### src/sv/hrmd_pkg.sv
// types and constants of the hid report message deframer
package hrmd_pkg;

  localparam logic [5:0] REPORT_LAST_POS = 6'd63;
  localparam logic [5:0] CHANNEL_BYTES   = 6'd4;
  localparam logic [5:0] CMD_POS         = 6'd4;
  localparam logic [5:0] LEN_HI_POS      = 6'd5;
  localparam logic [5:0] LEN_LO_POS      = 6'd6;
  localparam logic [5:0] INIT_DATA_START = 6'd7;
  localparam logic [5:0] CONT_DATA_START = 6'd5;
  localparam int unsigned INIT_BIT       = 7;

  typedef enum logic {
    KIND_HEADER  = 1'b0,
    KIND_PAYLOAD = 1'b1
  } record_kind_e;

  typedef struct packed {
    record_kind_e kind;
    logic [7:0]   payload;
    logic [31:0]  channel;
    logic [7:0]   command;
    logic [15:0]  length;
    logic         last;
    logic         restart;
  } record_t;

endpackage

### src/sv/hid_report_message_deframer.sv
// top level of the hid report message deframer
// path: a byte passes the input stage register and the output main register before its result shows on the record port
// throughput: one report byte per cycle while records drain, limited by the output skid
// reset: asynchronous active low, clears position, counters and valids, marks no open message
// payload registers of the input and output stages are not reset
module hid_report_message_deframer
  import hrmd_pkg::*;
(
  input  logic        clk_i,
  input  logic        rst_ni,
  input  logic        report_valid_i,
  output logic        report_stall_o,
  input  logic [7:0]  report_byte_i,
  output logic        record_valid_o,
  input  logic        record_stall_i,
  output logic        record_kind_o,
  output logic [7:0]  payload_byte_o,
  output logic [31:0] channel_id_o,
  output logic [7:0]  command_code_o,
  output logic [15:0] message_length_o,
  output logic        last_of_message_o,
  output logic        restarted_o
);

  // input register stage
  logic       stage_valid_q, stage_valid_d;
  logic [7:0] stage_byte_q;
  logic       report_xfer;
  logic       fire;
  logic       buf_full;

  // core results and buffered record
  logic    rec_valid;
  record_t rec;
  record_t out_rec;

  // the staged byte moves on whenever the skid slot is free
  assign fire           = stage_valid_q && !buf_full;
  assign report_stall_o = stage_valid_q && buf_full;
  assign report_xfer    = report_valid_i && !report_stall_o;

  always_comb begin
    stage_valid_d = stage_valid_q;
    if (report_xfer) begin
      stage_valid_d = 1'b1;
    end else if (fire) begin
      stage_valid_d = 1'b0;
    end
  end

  always_ff @(posedge clk_i or negedge rst_ni) begin
    if (!rst_ni) begin
      stage_valid_q <= 1'b0;
    end else begin
      stage_valid_q <= stage_valid_d;
    end
  end

  always_ff @(posedge clk_i) begin
    if (report_xfer) begin
      stage_byte_q <= report_byte_i;
    end
  end

  // framing state and record forming
  hrmd_core u_core (
    .clk_i       (clk_i),
    .rst_ni      (rst_ni),
    .fire_i      (fire),
    .byte_i      (stage_byte_q),
    .rec_valid_o (rec_valid),
    .rec_o       (rec)
  );

  // result register plus skid so input keeps flowing under a short stall
  hrmd_outbuf u_outbuf (
    .clk_i       (clk_i),
    .rst_ni      (rst_ni),
    .push_i      (rec_valid),
    .rec_i       (rec),
    .full_o      (buf_full),
    .out_valid_o (record_valid_o),
    .out_stall_i (record_stall_i),
    .out_o       (out_rec)
  );

  assign record_kind_o     = out_rec.kind;
  assign payload_byte_o    = out_rec.payload;
  assign channel_id_o      = out_rec.channel;
  assign command_code_o    = out_rec.command;
  assign message_length_o  = out_rec.length;
  assign last_of_message_o = out_rec.last;
  assign restarted_o       = out_rec.restart;

endmodule

### src/sv/hrmd_core.sv
// report position tracking, header latching and payload counting
module hrmd_core
  import hrmd_pkg::*;
(
  input  logic       clk_i,
  input  logic       rst_ni,
  input  logic       fire_i,
  input  logic [7:0] byte_i,
  output logic       rec_valid_o,
  output record_t    rec_o
);

  logic [5:0]  pos_q, pos_d;
  logic [31:0] pending_q, pending_d;
  logic [31:0] held_ch_q, held_ch_d;
  logic [7:0]  held_cmd_q, held_cmd_d;
  logic [7:0]  len_hi_q, len_hi_d;
  logic [15:0] held_len_q, held_len_d;
  logic [15:0] remain_q, remain_d;
  logic        in_init_q, in_init_d;
  logic        finished_q, finished_d;
  logic [5:0]  data_start;
  logic [15:0] new_len;

  assign data_start = in_init_q ? INIT_DATA_START : CONT_DATA_START;
  assign new_len    = {len_hi_q, byte_i};

  always_comb begin
    pos_d       = pos_q;
    pending_d   = pending_q;
    held_ch_d   = held_ch_q;
    held_cmd_d  = held_cmd_q;
    len_hi_d    = len_hi_q;
    held_len_d  = held_len_q;
    remain_d    = remain_q;
    in_init_d   = in_init_q;
    finished_d  = finished_q;
    rec_valid_o = 1'b0;
    rec_o.kind    = KIND_HEADER;
    rec_o.payload = 8'd0;
    rec_o.last    = 1'b0;
    rec_o.restart = 1'b0;
    if (fire_i) begin
      if (pos_q < CHANNEL_BYTES) begin
        pending_d = {pending_q[23:0], byte_i};
      end else if (pos_q == CMD_POS) begin
        in_init_d = byte_i[INIT_BIT];
        if (byte_i[INIT_BIT]) begin
          held_ch_d  = pending_q;
          held_cmd_d = byte_i;
        end
      end else if (in_init_q && pos_q == LEN_HI_POS) begin
        len_hi_d = byte_i;
      end else if (in_init_q && pos_q == LEN_LO_POS) begin
        held_len_d    = new_len;
        remain_d      = new_len;
        finished_d    = (new_len == 16'd0);
        rec_valid_o   = 1'b1;
        rec_o.last    = (new_len == 16'd0);
        rec_o.restart = !finished_q;
      end else if (pos_q >= data_start && remain_q != 16'd0) begin
        remain_d      = remain_q - 16'd1;
        if (remain_q == 16'd1) begin
          finished_d = 1'b1;
        end
        rec_valid_o   = 1'b1;
        rec_o.kind    = KIND_PAYLOAD;
        rec_o.payload = byte_i;
        rec_o.last    = (remain_q == 16'd1);
      end
      pos_d = (pos_q >= REPORT_LAST_POS) ? 6'd0 : pos_q + 6'd1;
    end
    rec_o.channel = held_ch_d;
    rec_o.command = held_cmd_d;
    rec_o.length  = held_len_d;
  end

  always_ff @(posedge clk_i or negedge rst_ni) begin
    if (!rst_ni) begin
      pos_q      <= '0;
      pending_q  <= '0;
      held_ch_q  <= '0;
      held_cmd_q <= '0;
      len_hi_q   <= '0;
      held_len_q <= '0;
      remain_q   <= '0;
      in_init_q  <= 1'b0;
      finished_q <= 1'b1;
    end else begin
      pos_q      <= pos_d;
      pending_q  <= pending_d;
      held_ch_q  <= held_ch_d;
      held_cmd_q <= held_cmd_d;
      len_hi_q   <= len_hi_d;
      held_len_q <= held_len_d;
      remain_q   <= remain_d;
      in_init_q  <= in_init_d;
      finished_q <= finished_d;
    end
  end

endmodule

### src/sv/hrmd_outbuf.sv
// two-entry output register with skid stage
module hrmd_outbuf
  import hrmd_pkg::*;
(
  input  logic    clk_i,
  input  logic    rst_ni,
  input  logic    push_i,
  input  record_t rec_i,
  output logic    full_o,
  output logic    out_valid_o,
  input  logic    out_stall_i,
  output record_t out_o
);

  logic    main_valid_q, main_valid_d;
  logic    skid_valid_q, skid_valid_d;
  record_t main_q, main_d;
  record_t skid_q, skid_d;
  logic    main_free;

  // main slot can take new data when empty or being drained
  assign main_free = !main_valid_q || !out_stall_i;

  always_comb begin
    main_valid_d = main_valid_q;
    skid_valid_d = skid_valid_q;
    main_d       = main_q;
    skid_d       = skid_q;
    if (main_free) begin
      if (skid_valid_q) begin
        main_valid_d = 1'b1;
        main_d       = skid_q;
        skid_valid_d = 1'b0;
      end else begin
        main_valid_d = push_i;
        main_d       = rec_i;
      end
    end else if (push_i) begin
      skid_valid_d = 1'b1;
      skid_d       = rec_i;
    end
  end

  always_ff @(posedge clk_i or negedge rst_ni) begin
    if (!rst_ni) begin
      main_valid_q <= 1'b0;
      skid_valid_q <= 1'b0;
    end else begin
      main_valid_q <= main_valid_d;
      skid_valid_q <= skid_valid_d;
    end
  end

  always_ff @(posedge clk_i) begin
    main_q <= main_d;
    skid_q <= skid_d;
  end

  assign full_o      = skid_valid_q;
  assign out_valid_o = main_valid_q;
  assign out_o       = main_q;

endmodule

### config.mk
export PLATFORM = sky130hd
export DESIGN_NAME = hid_report_message_deframer
export DESIGN_NICKNAME = d
export VERILOG_FILES = /design/src/sv/hrmd_pkg.sv /design/src/sv/hid_report_message_deframer.sv /design/src/sv/hrmd_core.sv /design/src/sv/hrmd_outbuf.sv
export SDC_FILE = /design/constraint.sdc
export NUM_CORES = 1
export LEC_CHECK = 0
export CAP_MARGIN = 10
export CORE_UTILIZATION = 55
export CTS_CLUSTER_SIZE = 12
export DETAILED_ROUTE_END_ITERATION = 7
export DONT_BUFFER_PORTS = 1
export GPL_TIMING_DRIVEN = 1
export PLACE_DENSITY_LB_ADDON = 0.1
export SKIP_CTS_REPAIR_TIMING = 1
export SLEW_MARGIN = 30
export SYNTH_ARGS = -nofsm -noshare
export SYNTH_HDL_FRONTEND = slang
export SYNTH_HIERARCHICAL = 1
export SYNTH_SLANG_ARGS = --single-unit
### constraint.sdc
create_clock -name clk_i -period 4.55 [get_ports clk_i]
set_input_delay 0 -clock clk_i [delete_from_list [all_inputs] [get_ports clk_i]]
set_output_delay 0 -clock clk_i [all_outputs]
set_load 0.02 [all_outputs]
Yosys cells after proc, flatten, opt, wreduce, memory -nomap -nowiden:

Cells that the tools add are included.

* word-level logic and storage cells: 109
* flip-flop bits (word level): 265
* bits of input ports: 12
* output and inout bits: 69

* $add $sub $neg: 2
* equal/unequal tests: 4
* $lt $le $gt $ge: 3
* bitwise logic cells: 4
* muxes and demuxes: 45
* reductions and logical operators: 24

Operators by type and width (count)
* $mux W32: 4
* $mux W16: 7
* $mux W67: 1
* $mux W9: 6
* $mux W8: 4
* $eq A6 B3 Y1 const B: 3
* $mux W1: 17
* $eq A16 B1 Y1 const B: 1
* $logic_not A16 Y1: 1
* $reduce_bool A16 Y1: 1
* $sub A16 B1 Y16 const B: 1
* $mux W2: 5
* $reduce_bool A2 Y1: 4
* $add A6 B1 Y6 const B: 1
* $ge A6 B6 Y1: 1
* $ge A6 B6 Y1 const B: 1
* $logic_and A1 B1 Y1: 6
* $lt A6 B3 Y1 const B: 1
* $mux W6: 1
* $reduce_and A6 Y1: 1
* $logic_not A1 Y1: 5
* $reduce_and A5 Y1: 1
* $not A1 Y1: 4
* $reduce_and A2 Y1: 2
* 3 further kinds: 3

Logic depth before layout (Yosys ltp):

Gate-level depths: netlist (run 1).

* depth in word-level cells: 11
* depth in mapped cells: 9
* gate-level depth less buffers: 8

Cells and area by module:

Netlist (run 1), hierarchy kept.

Modules (own cells, without submodules)
* hrmd_core: cells an instance 405, sequential area each 3004.1 sq um, area each 5211.2 sq um, times used 1
* hrmd_outbuf: cells an instance 215, sequential area each 4073.9 sq um, area each 4946.0 sq um, times used 1
* hid_report_message_deframer: cells an instance 13, sequential area each 265.3 sq um, area each 297.8 sq um, times used 1

Worst setup path before layout (run 1):

No wires, ideal clock.

* kind: flip-flop to flip-flop
* start: register u_core.pos_q[1]
* end: register u_outbuf/skid_q[0] in the netlist's numbering (enable)
* arrival: 3.630 ns
* slack: 0.487 ns
* library setup time: 0.433 ns
* stages on the path, launching flop included: 10
* path buffers: 1
* period minus slack after synthesis: 4.063 ns
* required time: 4.117 ns
* path through: dfrtp_1 inv_1 ha_1 and2_1 o41ai_1 o311ai_4 and2_1 buf_4 inv_2 and3_1

* word-level cells in the longest chain between the ends: 9
* elaborated cells on any way between the ends: 15
* classes of those cells: 2 x order compare; 3 x eq/ne; 6 x mux; 4 x reduce/logical

RTL lines
* start, declared: RTL line hrmd_core.sv:13 `logic [5:0] pos_q, pos_d;`
* start signal, assigned: RTL line hrmd_core.sv:90 `pos_q <= pos_d;`
* $ge A6 B6 Y1: RTL line hrmd_core.sv:61 `end else if (pos_q >= data_start && remain_q != 16'd0) begin`
* $logic_and A1 B1 Y1: RTL line hrmd_core.sv:61
* $mux W1: RTL line hrmd_core.sv:61
* $mux W1: RTL line hrmd_core.sv:54 `end else if (in_init_q && pos_q == LEN_LO_POS) begin`
* $mux W1: RTL line hrmd_core.sv:52 `end else if (in_init_q && pos_q == LEN_HI_POS) begin`
* $mux W1: RTL line hrmd_core.sv:46 `end else if (pos_q == CMD_POS) begin`
* $mux W1 *: RTL line hrmd_core.sv:44 `if (pos_q < CHANNEL_BYTES) begin`
* $mux W1 *: RTL line hrmd_core.sv:43 `if (fire_i) begin`
* named net rec_valid: RTL line hid_report_message_deframer.sv:33 `logic rec_valid;`
* $reduce_and A2 Y1 (no source line) *
* end signal, assigned: RTL line hrmd_outbuf.sv:56 `skid_q <= skid_d;`
* end, declared: RTL line hrmd_outbuf.sv:18 `record_t skid_q, skid_d;`

The timed path passes the listed nets; every way through them passes the cells marked *.
A chain may end at the register's enable or synchronous reset.

Worst setup path after layout (run 1):

* start: register u_core.pos_q[1]
* end: register u_outbuf/skid_q[54] in the netlist's numbering (enable)

Same word-level chain as after synthesis.

==> results of run 1 <==
[kinds of logic (layout without fill, tap and decap cells)]
family,count (synthesis),count (layout),share of synthesized area (%)
flip-flops,265,265,70.2
multiplexers,165,165,18.1
AND/OR/NAND/NOR,94,94,4.75
AO/OA/AOI/OAI,61,61,4.06
buffers and inverters,37,81,1.70
adder cells (fa/ha/maj),7,7,0.838
XOR/XNOR,4,4,0.335
[area by class of cell]
cell class	count	area [um^2]
well taps	234	293
inverters	9	33.8
repair buffers	22	229
multi-input cells	331	2960
flip-flops and latches	265	7350
clock buffers	47	801
clock inverters	3	30.0
fillers	1361	6950
[cells in the mapped netlist (all sizes together), types with 2 or more instances]
cell type and instances:
o41ai 2, nor3 8, ha 7, a31oi 11, dfrtp 122, nand4 3
o21ai 8, nand2 11, o22a 10, nor4 6, mux2 164, and3 3
nand3 4, a22oi 3, clkbuf 14, and2 12, nor2 30, buf 14
or3 2, a21oi 17, or4 6, inv 9, or2 3, xnor2 3
edfxtp 142
[power by group]
group / switching, W / internal [W]
registers: 0.000834 / 0.00366
logic: 0.000868 / 0.000869
clock network: 0.000879 / 0.00119
[cell usage in the layout, fill, tap and decap left out, types with 2 or more instances in the layout]
cell type,Yosys,routed
sky130_fd_sc_hd__mux2_2,155,155
sky130_fd_sc_hd__edfxtp_1,142,142
sky130_fd_sc_hd__dfrtp_1,122,121
sky130_fd_sc_hd__nor2_1,30,30
sky130_fd_sc_hd__clkbuf_16,0,27
sky130_fd_sc_hd__a21oi_1,17,17
sky130_fd_sc_hd__clkbuf_1,13,15
sky130_fd_sc_hd__dlygate4sd3_1,0,11
sky130_fd_sc_hd__and2_1,11,11
sky130_fd_sc_hd__a31oi_1,11,11
sky130_fd_sc_hd__nand2_1,11,10
sky130_fd_sc_hd__o22a_1,10,10
sky130_fd_sc_hd__mux2_4,9,9
sky130_fd_sc_hd__buf_4,2,8
sky130_fd_sc_hd__inv_1,8,8
sky130_fd_sc_hd__o21ai_0,8,8
sky130_fd_sc_hd__nor3_1,8,7
sky130_fd_sc_hd__ha_1,7,7
sky130_fd_sc_hd__nor4_1,6,6
sky130_fd_sc_hd__clkbuf_8,0,5
sky130_fd_sc_hd__nand3_1,4,4
sky130_fd_sc_hd__or4_1,4,4
sky130_fd_sc_hd__or2_2,3,3
sky130_fd_sc_hd__nand4_1,3,3
sky130_fd_sc_hd__xnor2_1,3,3
sky130_fd_sc_hd__a22oi_1,3,3
sky130_fd_sc_hd__clkinv_2,0,2
sky130_fd_sc_hd__or3_1,2,2
sky130_fd_sc_hd__or4_4,2,2
sky130_fd_sc_hd__o41ai_1,2,2
sky130_fd_sc_hd__and3_1,3,2
[worst min path at each step]
stage	from	endpoint	slack, ns	cells after the start
after floorplan	rst_ni	stage_valid_q	-0.30	0
after global placement	rst_ni	u_core/held_len_q[13]	-0.29	0
after detailed placement	rst_ni	u_core/held_len_q[13]	-0.29	0
after CTS	rst_ni	u_core/held_cmd_q[4]	-0.86	0
after global routing	record_stall_i	u_outbuf/skid_q[9]	0.07	1
final	rst_ni	u_core/held_len_q[13]	0.05	2
[layer usage]
metal,GRT usage (%),routed length [um],up-vias
li1,-,-,2437
met1,30.1,9110,2812
met2,35.3,9940,140
met3,3.58,903,22
met4,5.55,288,0
met5,0,0,-
[per-stage QoR]
stage / std cells / area (um^2)
floorplan: 633 / 10500
global placement: 849 / 10700
detailed placement: 849 / 10700
CTS: 899 / 11500
global route: 911 / 11700
finish: 911 / 11700
[registers in the layout, indices dropped and copies added, names as in the netlist]
register and count:
u_core/in_init_q 1, u_core/pos_q 6, u_outbuf/full_o 1, u_outbuf/out_o 67, u_core/finished_q 1, u_core/pending_q 32
stage_byte_q 8, u_core/held_ch_q 32, u_core/len_hi_q 8, u_core/held_cmd_q 8, u_outbuf/skid_q 67, u_core/remain_q 16
stage_valid_q 1, u_core/held_len_q 16, u_outbuf/out_valid_o 1
[worst register-to-register path: cells and delay by family, from the launching register on]
| family | cells | cell delay, ns |
|---|---|---|
| adders and majority gates | 1 | 0.21 |
| DFF | 1 | 0.45 |
| and+or+nand+nor | 3 | 1.01 |
| AOI/OAI and AO/OA | 2 | 0.87 |
| buffers and inverters | 3 | 0.60 |
==> impl_metrics.xml, run 1 <==
<?xml version="1.0" encoding="UTF-8"?>
<metrics>
  <group name="route">
    <metric name="drtPass1Iterations" unit="">5</metric>
    <metric name="average_routed_wire_per_standard_cell" unit="um">22.2</metric>
    <metric name="drt-initial-drc-count" unit="">322</metric>
    <metric name="drt_wl_total" unit="um">20200</metric>
    <metric name="final_antenna_net_count" unit="">0</metric>
    <metric name="drc" unit="">0</metric>
    <metric name="via_per_inst" unit="">5.94</metric>
    <metric name="routed-via-count" unit="">5411</metric>
  </group>
  <group name="timing">
    <metric name="setup_viol_count_final" unit="">0</metric>
    <metric name="worst_rel_slew_slack" unit="%">48.7</metric>
    <metric name="fin_worst_skew" unit="ns">0.00916</metric>
    <metric name="slew_viol_final" unit="">0</metric>
    <metric name="hold_violations" unit="">0</metric>
    <metric name="worst_hold_slack" unit="ns">0.0490</metric>
    <metric name="post-route-period-util" unit="%">77.9</metric>
    <metric name="max_freq" unit="GHz">0.282</metric>
    <metric name="timing.final.crit_period" unit="ns">3.55</metric>
    <metric name="fin_tns_setup" unit="ns">0</metric>
    <metric name="grt_setup_unrepaired" unit="">no</metric>
    <metric name="final_critical_path_setup_slack" unit="ns">1.00</metric>
    <metric name="worst_slew_pin_slew" unit="ns">0.759</metric>
  </group>
  <group name="critical_path">
    <metric name="crit_path_end_kind" unit="">register</metric>
    <metric name="crit_start" unit="">u_core/pos_q[1]</metric>
    <metric name="worst_path_dominant_cell_family" unit="">simple AND/OR/NAND/NOR gates</metric>
    <metric name="crit_fanout" unit="">48</metric>
    <metric name="timing.critical_path.mode_cell" unit="">sky130_fd_sc_hd__and2_1</metric>
    <metric name="slack_of_the_worst_reg_to_reg_path" unit="ns">1.00</metric>
    <metric name="worst-endpoint-arrival" unit="ns">3.75</metric>
    <metric name="critPathKind" unit="">register to register</metric>
    <metric name="critical_path.reg2reg.startpoint" unit="">u_core/pos_q[1]</metric>
    <metric name="critical_path.startpoint_type" unit="">register</metric>
    <metric name="cp.required" unit="ns">4.76</metric>
    <metric name="capturing_point_of_the_worst_reg2reg_path" unit="">u_outbuf/skid_q[54]</metric>
    <metric name="cpMaxStageDelayCell" unit="">sky130_fd_sc_hd__o41ai_1</metric>
    <metric name="critical_path_endpoint" unit="">u_outbuf/skid_q[54]</metric>
    <metric name="worstPathCellList" unit="">inv_1, ha_1, and2_1, o41ai_1, o311ai_4, and2_1, inv_2, and3_2, buf_12</metric>
    <metric name="cpPeakStageDelay" unit="ns">0.68</metric>
    <metric name="timing.critical_path.buf_inv" unit="">3</metric>
    <metric name="ff2ff_path_depth" unit="">9</metric>
    <metric name="cp.depth" unit="">9</metric>
  </group>
  <group name="synthesis">
    <metric name="synth.top_cell.area_share" unit="%">40.8</metric>
    <metric name="ys_async_sr_fraction" unit="%">46.4</metric>
    <metric name="synth_warnings" unit="">6</metric>
    <metric name="synth.top_cells.by_area" unit="">sky130_fd_sc_hd__edfxtp_1, sky130_fd_sc_hd__dfrtp_1, sky130_fd_sc_hd__mux2_2, sky130_fd_sc_hd__mux2_4, sky130_fd_sc_hd__nor2_1</metric>
    <metric name="total_of_flip_flops_plus_latches_after_synthesis" unit="">265</metric>
    <metric name="ys_dominant_reg_cell" unit="">sky130_fd_sc_hd__edfxtp_1</metric>
    <metric name="synth_fp_nets" unit="">652</metric>
    <metric name="synthCells" unit="">633</metric>
    <metric name="avgSynthCellArea" unit="um^2">16.5</metric>
    <metric name="netlist.top_cell.by_area" unit="">sky130_fd_sc_hd__edfxtp_1</metric>
    <metric name="synth_cell_type_count" unit="">52</metric>
    <metric name="synth_seq_area_share" unit="%">70.2</metric>
    <metric name="synth_edf_count" unit="">142</metric>
    <metric name="synthesis.area" unit="um^2">10500</metric>
  </group>
  <group name="pwr">
    <metric name="irDropWorstVdd" unit="V">0.000378</metric>
    <metric name="p_per_area" unit="nW/um^2">710</metric>
    <metric name="cellLeakagePower" unit="nW">4.71</metric>
    <metric name="post-layout-total-power" unit="W">0.00830</metric>
  </group>
  <group name="floorplanning">
    <metric name="dieWidth" unit="um">140</metric>
    <metric name="die_area" unit="um^2">19600</metric>
    <metric name="placementRows" unit="">50</metric>
    <metric name="initial_core_util" unit="%">56.1</metric>
    <metric name="dieHeight" unit="um">140</metric>
    <metric name="floorplan.core_area" unit="um^2">18600</metric>
    <metric name="ioPinCount" unit="">81</metric>
  </group>
  <group name="clock_network">
    <metric name="clock_pin_slew_worst_setup_and_hold_paths" unit="ns">0.06</metric>
    <metric name="cts.sinks" unit="">265</metric>
    <metric name="tritoncts" unit="">built</metric>
    <metric name="numCtsBuffers" unit="">27</metric>
    <metric name="cts.path.max_buffers" unit="">3</metric>
    <metric name="clockRootBuffer" unit="">sky130_fd_sc_hd__clkbuf_16</metric>
    <metric name="htree_num_levels" unit="">1</metric>
    <metric name="clk-insertion-delay-late" unit="ns">0.54</metric>
  </group>
  <group name="placement">
    <metric name="dp.final_hpwl" unit="um">11800</metric>
    <metric name="placement.io_buffers" unit="">0</metric>
    <metric name="placement.setup.worst_slack" unit="ns">1.06</metric>
    <metric name="gp_congestion" unit="">0.810</metric>
  </group>
  <group name="status">
    <metric name="status" unit="">completed</metric>
  </group>
  <group name="hold_path">
    <metric name="min_path_type" unit="">input port to asynchronous set/reset pin</metric>
  </group>
  <group name="finish">
    <metric name="final_core_util" unit="%">62.7</metric>
    <metric name="drive_gt1_share" unit="%">33.4</metric>
    <metric name="fin_nets" unit="">675</metric>
    <metric name="syn2layout_area_growth" unit="%">11.8</metric>
    <metric name="diodes_inserted" unit="">0</metric>
  </group>
  <group name="global_routing">
    <metric name="initial_antenna_violation_count" unit="">0</metric>
    <metric name="grt-ovfl-total" unit="">0</metric>
    <metric name="largest_net_degree_at_the_start_of_global_routing" unit="">124</metric>
    <metric name="grt_first_pass_wirelength" unit="um">32400</metric>
    <metric name="first_global_vias" unit="">5621</metric>
    <metric name="global_route.usage.total" unit="%">21.5</metric>
  </group>
  <group name="job">
    <metric name="cap_viol_max_count" unit="">0</metric>
  </group>
</metrics>
Note: power is estimated with default switching activity, not from simulation.
==> inputs of run 2 (changes only) <==
--- a/config.mk
+++ b/config.mk
@@ -5,6 +5,7 @@
 export SDC_FILE = /design/constraint.sdc
 export NUM_CORES = 1
 export LEC_CHECK = 0
+export ABC_AREA = 1
 export CAP_MARGIN = 10
 export CORE_UTILIZATION = 55
 export CTS_CLUSTER_SIZE = 12
==> constraint.sdc (replaced) <==
create_clock -name clk_i -period 3.7 [get_ports clk_i]
set_input_delay 0 -clock clk_i [delete_from_list [all_inputs] [get_ports clk_i]]
set_output_delay 0 -clock clk_i [all_outputs]
set_load 0.02 [all_outputs]
==> impl_metrics.xml, run 2 <==
<?xml version="1.0" encoding="UTF-8"?>
<metrics>
  <group name="critical_path">
    <metric name="capturing_point_of_the_worst_reg2reg_path" unit="">u_outbuf/skid_q[11]</metric>
    <metric name="worstPathCellList" unit="">nor2_1, inv_1, a21oi_2, nand2_1, nor2_4, nand2_4, nand2_4, inv_1, nor2_4, buf_12</metric>
    <metric name="cp.required" unit="ns">3.87</metric>
    <metric name="worst_path_dominant_cell_family" unit="">simple AND/OR/NAND/NOR gates</metric>
    <metric name="cpMaxStageDelayCell" unit="">sky130_fd_sc_hd__nor2_1</metric>
    <metric name="critPathKind" unit="">register to register</metric>
    <metric name="cp.depth" unit="">10</metric>
    <metric name="slack_of_the_worst_reg_to_reg_path" unit="ns">0.60</metric>
    <metric name="worst-endpoint-arrival" unit="ns">3.26</metric>
    <metric name="critical_path.reg2reg.startpoint" unit="">u_outbuf/full_o</metric>
    <metric name="cpPeakStageDelay" unit="ns">0.44</metric>
    <metric name="critical_path_endpoint" unit="">u_outbuf/skid_q[11]</metric>
    <metric name="ff2ff_path_depth" unit="">10</metric>
    <metric name="timing.critical_path.buf_inv" unit="">3</metric>
    <metric name="critical_path.startpoint_type" unit="">register</metric>
    <metric name="crit_path_end_kind" unit="">register</metric>
    <metric name="crit_fanout" unit="">67</metric>
    <metric name="crit_start" unit="">u_outbuf/full_o</metric>
  </group>
  <group name="timing">
    <metric name="fin_tns_setup" unit="ns">0</metric>
    <metric name="timing.final.crit_period" unit="ns">3.10</metric>
    <metric name="worst_slew_pin_slew" unit="ns">0.776</metric>
    <metric name="setup_viol_count_final" unit="">0</metric>
    <metric name="grt_setup_unrepaired" unit="">no</metric>
    <metric name="fin_worst_skew" unit="ns">0.00982</metric>
    <metric name="hold_violations" unit="">0</metric>
    <metric name="post-route-period-util" unit="%">83.7</metric>
    <metric name="worst_rel_slew_slack" unit="%">48.3</metric>
    <metric name="slew_viol_final" unit="">0</metric>
    <metric name="max_freq" unit="GHz">0.323</metric>
    <metric name="final_critical_path_setup_slack" unit="ns">0.605</metric>
  </group>
  <group name="route">
    <metric name="drt-initial-drc-count" unit="">602</metric>
    <metric name="drt_wl_total" unit="um">20400</metric>
    <metric name="routed-via-count" unit="">6682</metric>
    <metric name="via_per_inst" unit="">5.09</metric>
    <metric name="final_antenna_net_count" unit="">0</metric>
    <metric name="drtPass1Iterations" unit="">6</metric>
    <metric name="drc" unit="">0</metric>
    <metric name="average_routed_wire_per_standard_cell" unit="um">15.6</metric>
  </group>
  <group name="clock_network">
    <metric name="cts.path.max_buffers" unit="">3</metric>
    <metric name="clk-insertion-delay-late" unit="ns">0.52</metric>
    <metric name="cts.sinks" unit="">265</metric>
    <metric name="htree_num_levels" unit="">1</metric>
    <metric name="clockRootBuffer" unit="">sky130_fd_sc_hd__clkbuf_16</metric>
    <metric name="numCtsBuffers" unit="">27</metric>
    <metric name="tritoncts" unit="">built</metric>
    <metric name="clock_pin_slew_worst_setup_and_hold_paths" unit="ns">0.06</metric>
  </group>
  <group name="placement">
    <metric name="dp.final_hpwl" unit="um">12400</metric>
    <metric name="gp_congestion" unit="">0.839</metric>
    <metric name="placement.setup.worst_slack" unit="ns">0.691</metric>
    <metric name="placement.io_buffers" unit="">0</metric>
  </group>
  <group name="pwr">
    <metric name="irDropWorstVdd" unit="V">0.000488</metric>
    <metric name="p_per_area" unit="nW/um^2">871</metric>
    <metric name="clockPowerShare" unit="%">23.8</metric>
    <metric name="post-layout-total-power" unit="W">0.0102</metric>
    <metric name="power.share.switching" unit="%">35.9</metric>
    <metric name="cellLeakagePower" unit="nW">5.32</metric>
    <metric name="pwr-share-comb" unit="%">24.5</metric>
    <metric name="cell_internal_pwr" unit="W">0.00655</metric>
    <metric name="pwr-share-seq" unit="%">51.7</metric>
    <metric name="power.switching" unit="W">0.00367</metric>
  </group>
  <group name="floorplanning">
    <metric name="dieWidth" unit="um">141</metric>
    <metric name="ioPinCount" unit="">81</metric>
    <metric name="placementRows" unit="">50</metric>
    <metric name="floorplan.core_area" unit="um^2">18800</metric>
    <metric name="dieHeight" unit="um">141</metric>
    <metric name="initial_core_util" unit="%">56.5</metric>
    <metric name="die_area" unit="um^2">19900</metric>
  </group>
  <group name="synthesis">
    <metric name="synth_warnings" unit="">6</metric>
    <metric name="ys_dominant_reg_cell" unit="">sky130_fd_sc_hd__edfxtp_1</metric>
    <metric name="yosys.cell_count.top_type" unit="">sky130_fd_sc_hd__nand2_1</metric>
    <metric name="synth.top_cells.by_area" unit="">sky130_fd_sc_hd__edfxtp_1, sky130_fd_sc_hd__dfrtp_1, sky130_fd_sc_hd__nand2_1, sky130_fd_sc_hd__o21ai_0, sky130_fd_sc_hd__inv_1</metric>
    <metric name="synth.cells.most_frequent" unit="">sky130_fd_sc_hd__nand2_1, sky130_fd_sc_hd__edfxtp_1, sky130_fd_sc_hd__dfrtp_1</metric>
    <metric name="synth_cell_type_count" unit="">30</metric>
    <metric name="synth_seq_area_share" unit="%">69.0</metric>
    <metric name="netlist.top_cell.by_area" unit="">sky130_fd_sc_hd__edfxtp_1</metric>
    <metric name="total_of_flip_flops_plus_latches_after_synthesis" unit="">265</metric>
    <metric name="synth_fp_nets" unit="">1043</metric>
    <metric name="synthCells" unit="">1024</metric>
    <metric name="synth_edf_count" unit="">142</metric>
    <metric name="synth.top_cell.area_share" unit="%">40.1</metric>
    <metric name="ys_async_sr_fraction" unit="%">46.4</metric>
    <metric name="avgSynthCellArea" unit="um^2">10.4</metric>
    <metric name="synthesis.area" unit="um^2">10600</metric>
  </group>
  <group name="finish">
    <metric name="drive_gt1_share" unit="%">5.60</metric>
    <metric name="syn2layout_area_growth" unit="%">10.4</metric>
    <metric name="final_common_cell" unit="">sky130_fd_sc_hd__nand2_1</metric>
    <metric name="fin_nets" unit="">1051</metric>
    <metric name="diodes_inserted" unit="">0</metric>
    <metric name="most-common-layout-cells" unit="">sky130_fd_sc_hd__nand2_1, sky130_fd_sc_hd__edfxtp_1, sky130_fd_sc_hd__dfrtp_1</metric>
  </group>
  <group name="global_routing">
    <metric name="grt_first_pass_wirelength" unit="um">32700</metric>
    <metric name="global_route.usage.total" unit="%">21.0</metric>
    <metric name="initial_antenna_violation_count" unit="">0</metric>
    <metric name="largest_net_degree_at_the_start_of_global_routing" unit="">124</metric>
    <metric name="grt-ovfl-total" unit="">0</metric>
    <metric name="first_global_vias" unit="">6038</metric>
  </group>
  <group name="hold_path">
    <metric name="min_path_type" unit="">input port to asynchronous set/reset pin</metric>
  </group>
  <group name="job">
    <metric name="cap_viol_max_count" unit="">0</metric>
  </group>
  <group name="status">
    <metric name="status" unit="">completed</metric>
  </group>
</metrics>
-- run 2: cell count changes after synthesis, moves of 11 or more --
cell / before / now
sky130_fd_sc_hd__nor2_1: 30 / 52
sky130_fd_sc_hd__mux2_2: 155 / 0
sky130_fd_sc_hd__a21oi_1: 17 / 6
sky130_fd_sc_hd__inv_1: 8 / 78
sky130_fd_sc_hd__nand2_1: 11 / 412
sky130_fd_sc_hd__a31oi_1: 11 / 0
sky130_fd_sc_hd__nand3_1: 4 / 23
sky130_fd_sc_hd__o21ai_1: 0 / 20
sky130_fd_sc_hd__o21ai_0: 8 / 92
-- run 2: logic make-up (layout without fill, tap and decap cells) --
group / Yosys count / count (layout) / share of synthesized area, %
adders and majority gates: 7 / 7 / 0.823
xor gates and xnor gates: 5 / 5 / 0.412
DFF: 265 / 265 / 69.0
buffers and inverters: 120 / 149 / 5.02
AOI/OAI and AO/OA: 120 / 120 / 5.70
and+or+nand+nor: 507 / 507 / 19.0
-- run 2: layout make-up --
| cell class | instances | area [um^2] |
|---|---|---|
| clock buffers | 45 | 763 |
| clock inverters | 5 | 31.3 |
| fillers | 1513 | 7090 |
| inverters | 81 | 304 |
| multi-input cells | 639 | 2780 |
| flip-flops and latches | 265 | 7340 |
| well taps | 260 | 325 |
| repair buffers | 18 | 195 |
-- run 2: power groups by stage --
stage | logic, W | registers (W) | clock network, W
after floorplan | 0.00195 | 0.00521 | 0
after global placement | 0.00241 | 0.00532 | 0
after detailed placement | 0.00246 | 0.00533 | 0
after CTS | 0.00247 | 0.00529 | 0.00249
after global routing | 0.00290 | 0.00540 | 0.00260
final | 0.00250 | 0.00528 | 0.00243
-- run 2: how the worst min path moves through the flow --
stage,slack (ns),startpoint,to,cells past startpoint
6_report,0.08,rst_ni,u_core/remain_q[10],2
5_1_grt,0.09,report_byte_i[1],stage_byte_q[1],1
2_1_floorplan,-0.30,rst_ni,stage_valid_q,0
3_3_place_gp,-0.29,rst_ni,u_core/remain_q[9],0
3_5_place_dp,-0.29,rst_ni,u_core/remain_q[9],0
4_1_cts,-0.84,rst_ni,u_core/remain_q[5],0
-- run 2: metal layers --
| metal | share of wire (%) | up-vias | global-route usage (%) |
|---|---|---|---|
| li1 | - | 3325 | - |
| met1 | 51 | 3143 | 34.1 |
| met2 | 41 | 188 | 29.1 |
| met3 | 5.5 | 26 | 3.77 |
| met4 | 1.7 | 0 | 5.03 |
| met5 | 0 | - | 0 |
-- run 2: metrics by stage --
step	hold WS (ns)	util (%)	cell area, um^2	cells
after floorplan	-0.296	-	10600	1024
after global placement	-0.289	57.4	10800	1251
after detailed placement	-0.290	57.4	10800	1251
after CTS	-0.841	61.6	11600	1301
after global routing	0.0915	62.4	11700	1313
final	0.0827	62.4	11700	1313
==> inputs of run 3 (changes only) <==
==> constraint.sdc (replaced) <==
create_clock -name clk_i -period 2.5 [get_ports clk_i]
set_input_delay 0 -clock clk_i [delete_from_list [all_inputs] [get_ports clk_i]]
set_output_delay 0 -clock clk_i [all_outputs]
set_load 0.02 [all_outputs]
==> impl_metrics.xml, run 3 (same netlist as run 2, synthesis figures left out) <==
<?xml version="1.0" encoding="UTF-8"?>
<metrics>
  <group name="status">
    <metric name="status" unit="">finished with violations</metric>
    <metric name="violations" unit="">negative hold slack</metric>
  </group>
  <group name="floorplanning">
    <metric name="initial_core_util" unit="%">56.5</metric>
    <metric name="dieHeight" unit="um">141</metric>
    <metric name="dieWidth" unit="um">141</metric>
    <metric name="ioPinCount" unit="">81</metric>
    <metric name="floorplan.core_area" unit="um^2">18800</metric>
    <metric name="placementRows" unit="">50</metric>
    <metric name="die_area" unit="um^2">19900</metric>
  </group>
  <group name="global_routing">
    <metric name="first_global_vias" unit="">6231</metric>
    <metric name="grt_first_pass_wirelength" unit="um">33300</metric>
    <metric name="initial_antenna_violation_count" unit="">0</metric>
    <metric name="global_route.usage.total" unit="%">21.3</metric>
    <metric name="grt-ovfl-total" unit="">0</metric>
    <metric name="largest_net_degree_at_the_start_of_global_routing" unit="">124</metric>
  </group>
  <group name="critical_path">
    <metric name="slack_of_the_worst_reg_to_reg_path" unit="ns">0.21</metric>
    <metric name="cpMaxStageDelayCell" unit="">sky130_fd_sc_hd__dfrtp_1</metric>
    <metric name="cp.depth" unit="">10</metric>
    <metric name="ff2ff_path_depth" unit="">10</metric>
    <metric name="cpPeakStageDelay" unit="ns">0.41</metric>
    <metric name="critical_path_endpoint" unit="">u_outbuf/skid_q[5]</metric>
    <metric name="worst-endpoint-arrival" unit="ns">2.48</metric>
    <metric name="critPathKind" unit="">register to register</metric>
    <metric name="cp.required" unit="ns">2.68</metric>
    <metric name="crit_fanout" unit="">67</metric>
    <metric name="worst_path_dominant_cell_family" unit="">simple AND/OR/NAND/NOR gates</metric>
    <metric name="critical_path.reg2reg.startpoint" unit="">u_core/pos_q[0]</metric>
    <metric name="worstPathCellList" unit="">inv_1, ha_1, nand3_1, nand2_1, nor2_4, nand2_4, nand2_4, inv_4, nor2_4, buf_12</metric>
    <metric name="critical_path.startpoint_type" unit="">register</metric>
    <metric name="timing.critical_path.buf_inv" unit="">3</metric>
    <metric name="capturing_point_of_the_worst_reg2reg_path" unit="">u_outbuf/skid_q[5]</metric>
    <metric name="crit_start" unit="">u_core/pos_q[0]</metric>
    <metric name="crit_path_end_kind" unit="">register</metric>
  </group>
  <group name="finish">
    <metric name="fin_nets" unit="">1057</metric>
    <metric name="syn2layout_area_growth" unit="%">11.9</metric>
    <metric name="final_core_util" unit="%">63.2</metric>
    <metric name="drive_gt1_share" unit="%">6.98</metric>
    <metric name="final-seq-area" unit="um^2">7340</metric>
    <metric name="final_common_cell" unit="">sky130_fd_sc_hd__nand2_1</metric>
    <metric name="most-common-layout-cells" unit="">sky130_fd_sc_hd__nand2_1, sky130_fd_sc_hd__edfxtp_1, sky130_fd_sc_hd__dfrtp_1</metric>
    <metric name="num-fill-cells" unit="">1555</metric>
    <metric name="diodes_inserted" unit="">0</metric>
    <metric name="multi_input_area" unit="um^2">2790</metric>
  </group>
  <group name="clock_network">
    <metric name="clock_pin_slew_worst_setup_and_hold_paths" unit="ns">0.06</metric>
    <metric name="numCtsBuffers" unit="">28</metric>
    <metric name="clk-insertion-delay-late" unit="ns">0.54</metric>
    <metric name="htree_num_levels" unit="">1</metric>
    <metric name="tritoncts" unit="">built</metric>
    <metric name="clockRootBuffer" unit="">sky130_fd_sc_hd__clkbuf_16</metric>
    <metric name="cts.path.max_buffers" unit="">3</metric>
    <metric name="cts.sinks" unit="">265</metric>
  </group>
  <group name="route">
    <metric name="final_antenna_net_count" unit="">0</metric>
    <metric name="drc" unit="">0</metric>
    <metric name="average_routed_wire_per_standard_cell" unit="um">15.6</metric>
    <metric name="routed-via-count" unit="">6725</metric>
    <metric name="drt_wl_total" unit="um">20600</metric>
    <metric name="via_per_inst" unit="">5.09</metric>
    <metric name="drt-initial-drc-count" unit="">660</metric>
    <metric name="drtPass1Iterations" unit="">5</metric>
  </group>
  <group name="timing">
    <metric name="post-route-period-util" unit="%">91.8</metric>
    <metric name="worst_hold_slack" unit="ns">-0.839</metric>
    <metric name="grt_setup_unrepaired" unit="">no</metric>
    <metric name="max_freq" unit="GHz">0.436</metric>
    <metric name="setup_viol_count_final" unit="">0</metric>
    <metric name="slew_viol_final" unit="">0</metric>
    <metric name="timing.final.crit_period" unit="ns">2.29</metric>
    <metric name="hold_violations" unit="">123</metric>
    <metric name="fin_worst_skew" unit="ns">0.0225</metric>
    <metric name="worst_rel_slew_slack" unit="%">48.1</metric>
    <metric name="worst_slew_pin_slew" unit="ns">0.779</metric>
  </group>
  <group name="pwr">
    <metric name="power.share.switching" unit="%">35.2</metric>
    <metric name="irDropWorstVdd" unit="V">0.000974</metric>
    <metric name="cell_internal_pwr" unit="W">0.0101</metric>
    <metric name="pwr-share-comb" unit="%">24.0</metric>
    <metric name="p_per_area" unit="nW/um^2">1310</metric>
    <metric name="pwr-share-seq" unit="%">50.3</metric>
    <metric name="cellLeakagePower" unit="nW">5.40</metric>
    <metric name="clockPowerShare" unit="%">25.7</metric>
    <metric name="power.switching" unit="W">0.00547</metric>
  </group>
  <group name="hold_path">
    <metric name="min_path_type" unit="">input port to asynchronous set/reset pin</metric>
  </group>
  <group name="placement">
    <metric name="gp_congestion" unit="">0.890</metric>
    <metric name="dp.final_hpwl" unit="um">12500</metric>
    <metric name="placement.io_buffers" unit="">0</metric>
  </group>
  <group name="job">
    <metric name="cap_viol_max_count" unit="">0</metric>
  </group>
</metrics>
run 3: cell types whose count changed in the layout (fill, tap and decap cells not counted), moves of 2 or more:
cell	before	now
sky130_fd_sc_hd__clkbuf_8	2	4
sky130_fd_sc_hd__a21oi_1	6	4
sky130_fd_sc_hd__inv_1	78	76
sky130_fd_sc_hd__a21oi_2	1	3
sky130_fd_sc_hd__clkbuf_1	16	13
sky130_fd_sc_hd__buf_4	5	11
sky130_fd_sc_hd__bufinv_16	0	2
run 3: per-layer routing:
metal / global-route usage (%) / vias to the layer above / wire [um]
li1: - / 3335 / -
met3: 3.53 / 37 / 1130
met1: 34.4 / 3171 / 10300
met5: 0 / - / 0
met4: 6.29 / 0 / 442
met2: 29.5 / 182 / 8740
run 3: worst register-to-register path, delay by kind of cell (launching register included):
family	cells	cell delay (ns)
adder cells (fa/ha/maj)	1	0.24
AND/OR/NAND/NOR	6	0.76
buffers and inverters	3	0.49
flip-flops	1	0.41
run 3: metrics by stage:
step | total power [W] | setup TNS, ns | instances | cell area (um^2) | worst slack, ns
2_1_floorplan | 0.0106 | -25.95 | 1024 | 10700 | -0.387
4_1_cts | 0.0157 | 0 | 1310 | 11800 | 0.213
5_1_grt | 0.0166 | 0 | 1320 | 11900 | 0.0587
3_3_place_gp | 0.0115 | 0 | 1258 | 10900 | 0.257
6_report | 0.0155 | 0 | 1320 | 11900 | 0.205
3_5_place_dp | 0.0116 | 0 | 1258 | 10900 | 0.221
run 3: cell type report:
cell class,instances,area share (%)
clock buffers,45,6.76
clock inverters,7,0.915
inverters,81,2.58
multi-input cells,639,23.4
flip-flops and latches,265,61.7
well taps,260,2.73
repair buffers,23,1.87
run 3: how the worst min path moves through the flow:
stage | from | endpoint | slack [ns] | depth (start not counted)
floorplan | rst_ni | stage_valid_q | -0.30 | 0
CTS | rst_ni | u_outbuf/out_valid_o | -0.87 | 0
finish | rst_ni | u_outbuf/out_valid_o | -0.84 | 0
global route | rst_ni | u_core/pending_q[0] | -0.87 | 0
detailed placement | rst_ni | u_core/pos_q[4] | -0.29 | 0
global placement | rst_ni | u_core/pos_q[5] | -0.29 | 0
run 3: power by group through the flow:
| stage | clock network (W) | registers [W] | logic (W) |
|---|---|---|---|
| 2_1_floorplan | 0 | 0.00770 | 0.00292 |
| 3_3_place_gp | 0 | 0.00787 | 0.00365 |
| 3_5_place_dp | 0 | 0.00790 | 0.00371 |
| 4_1_cts | 0.00411 | 0.00783 | 0.00375 |
| 5_1_grt | 0.00429 | 0.00799 | 0.00429 |
| 6_report | 0.00399 | 0.00782 | 0.00374 |
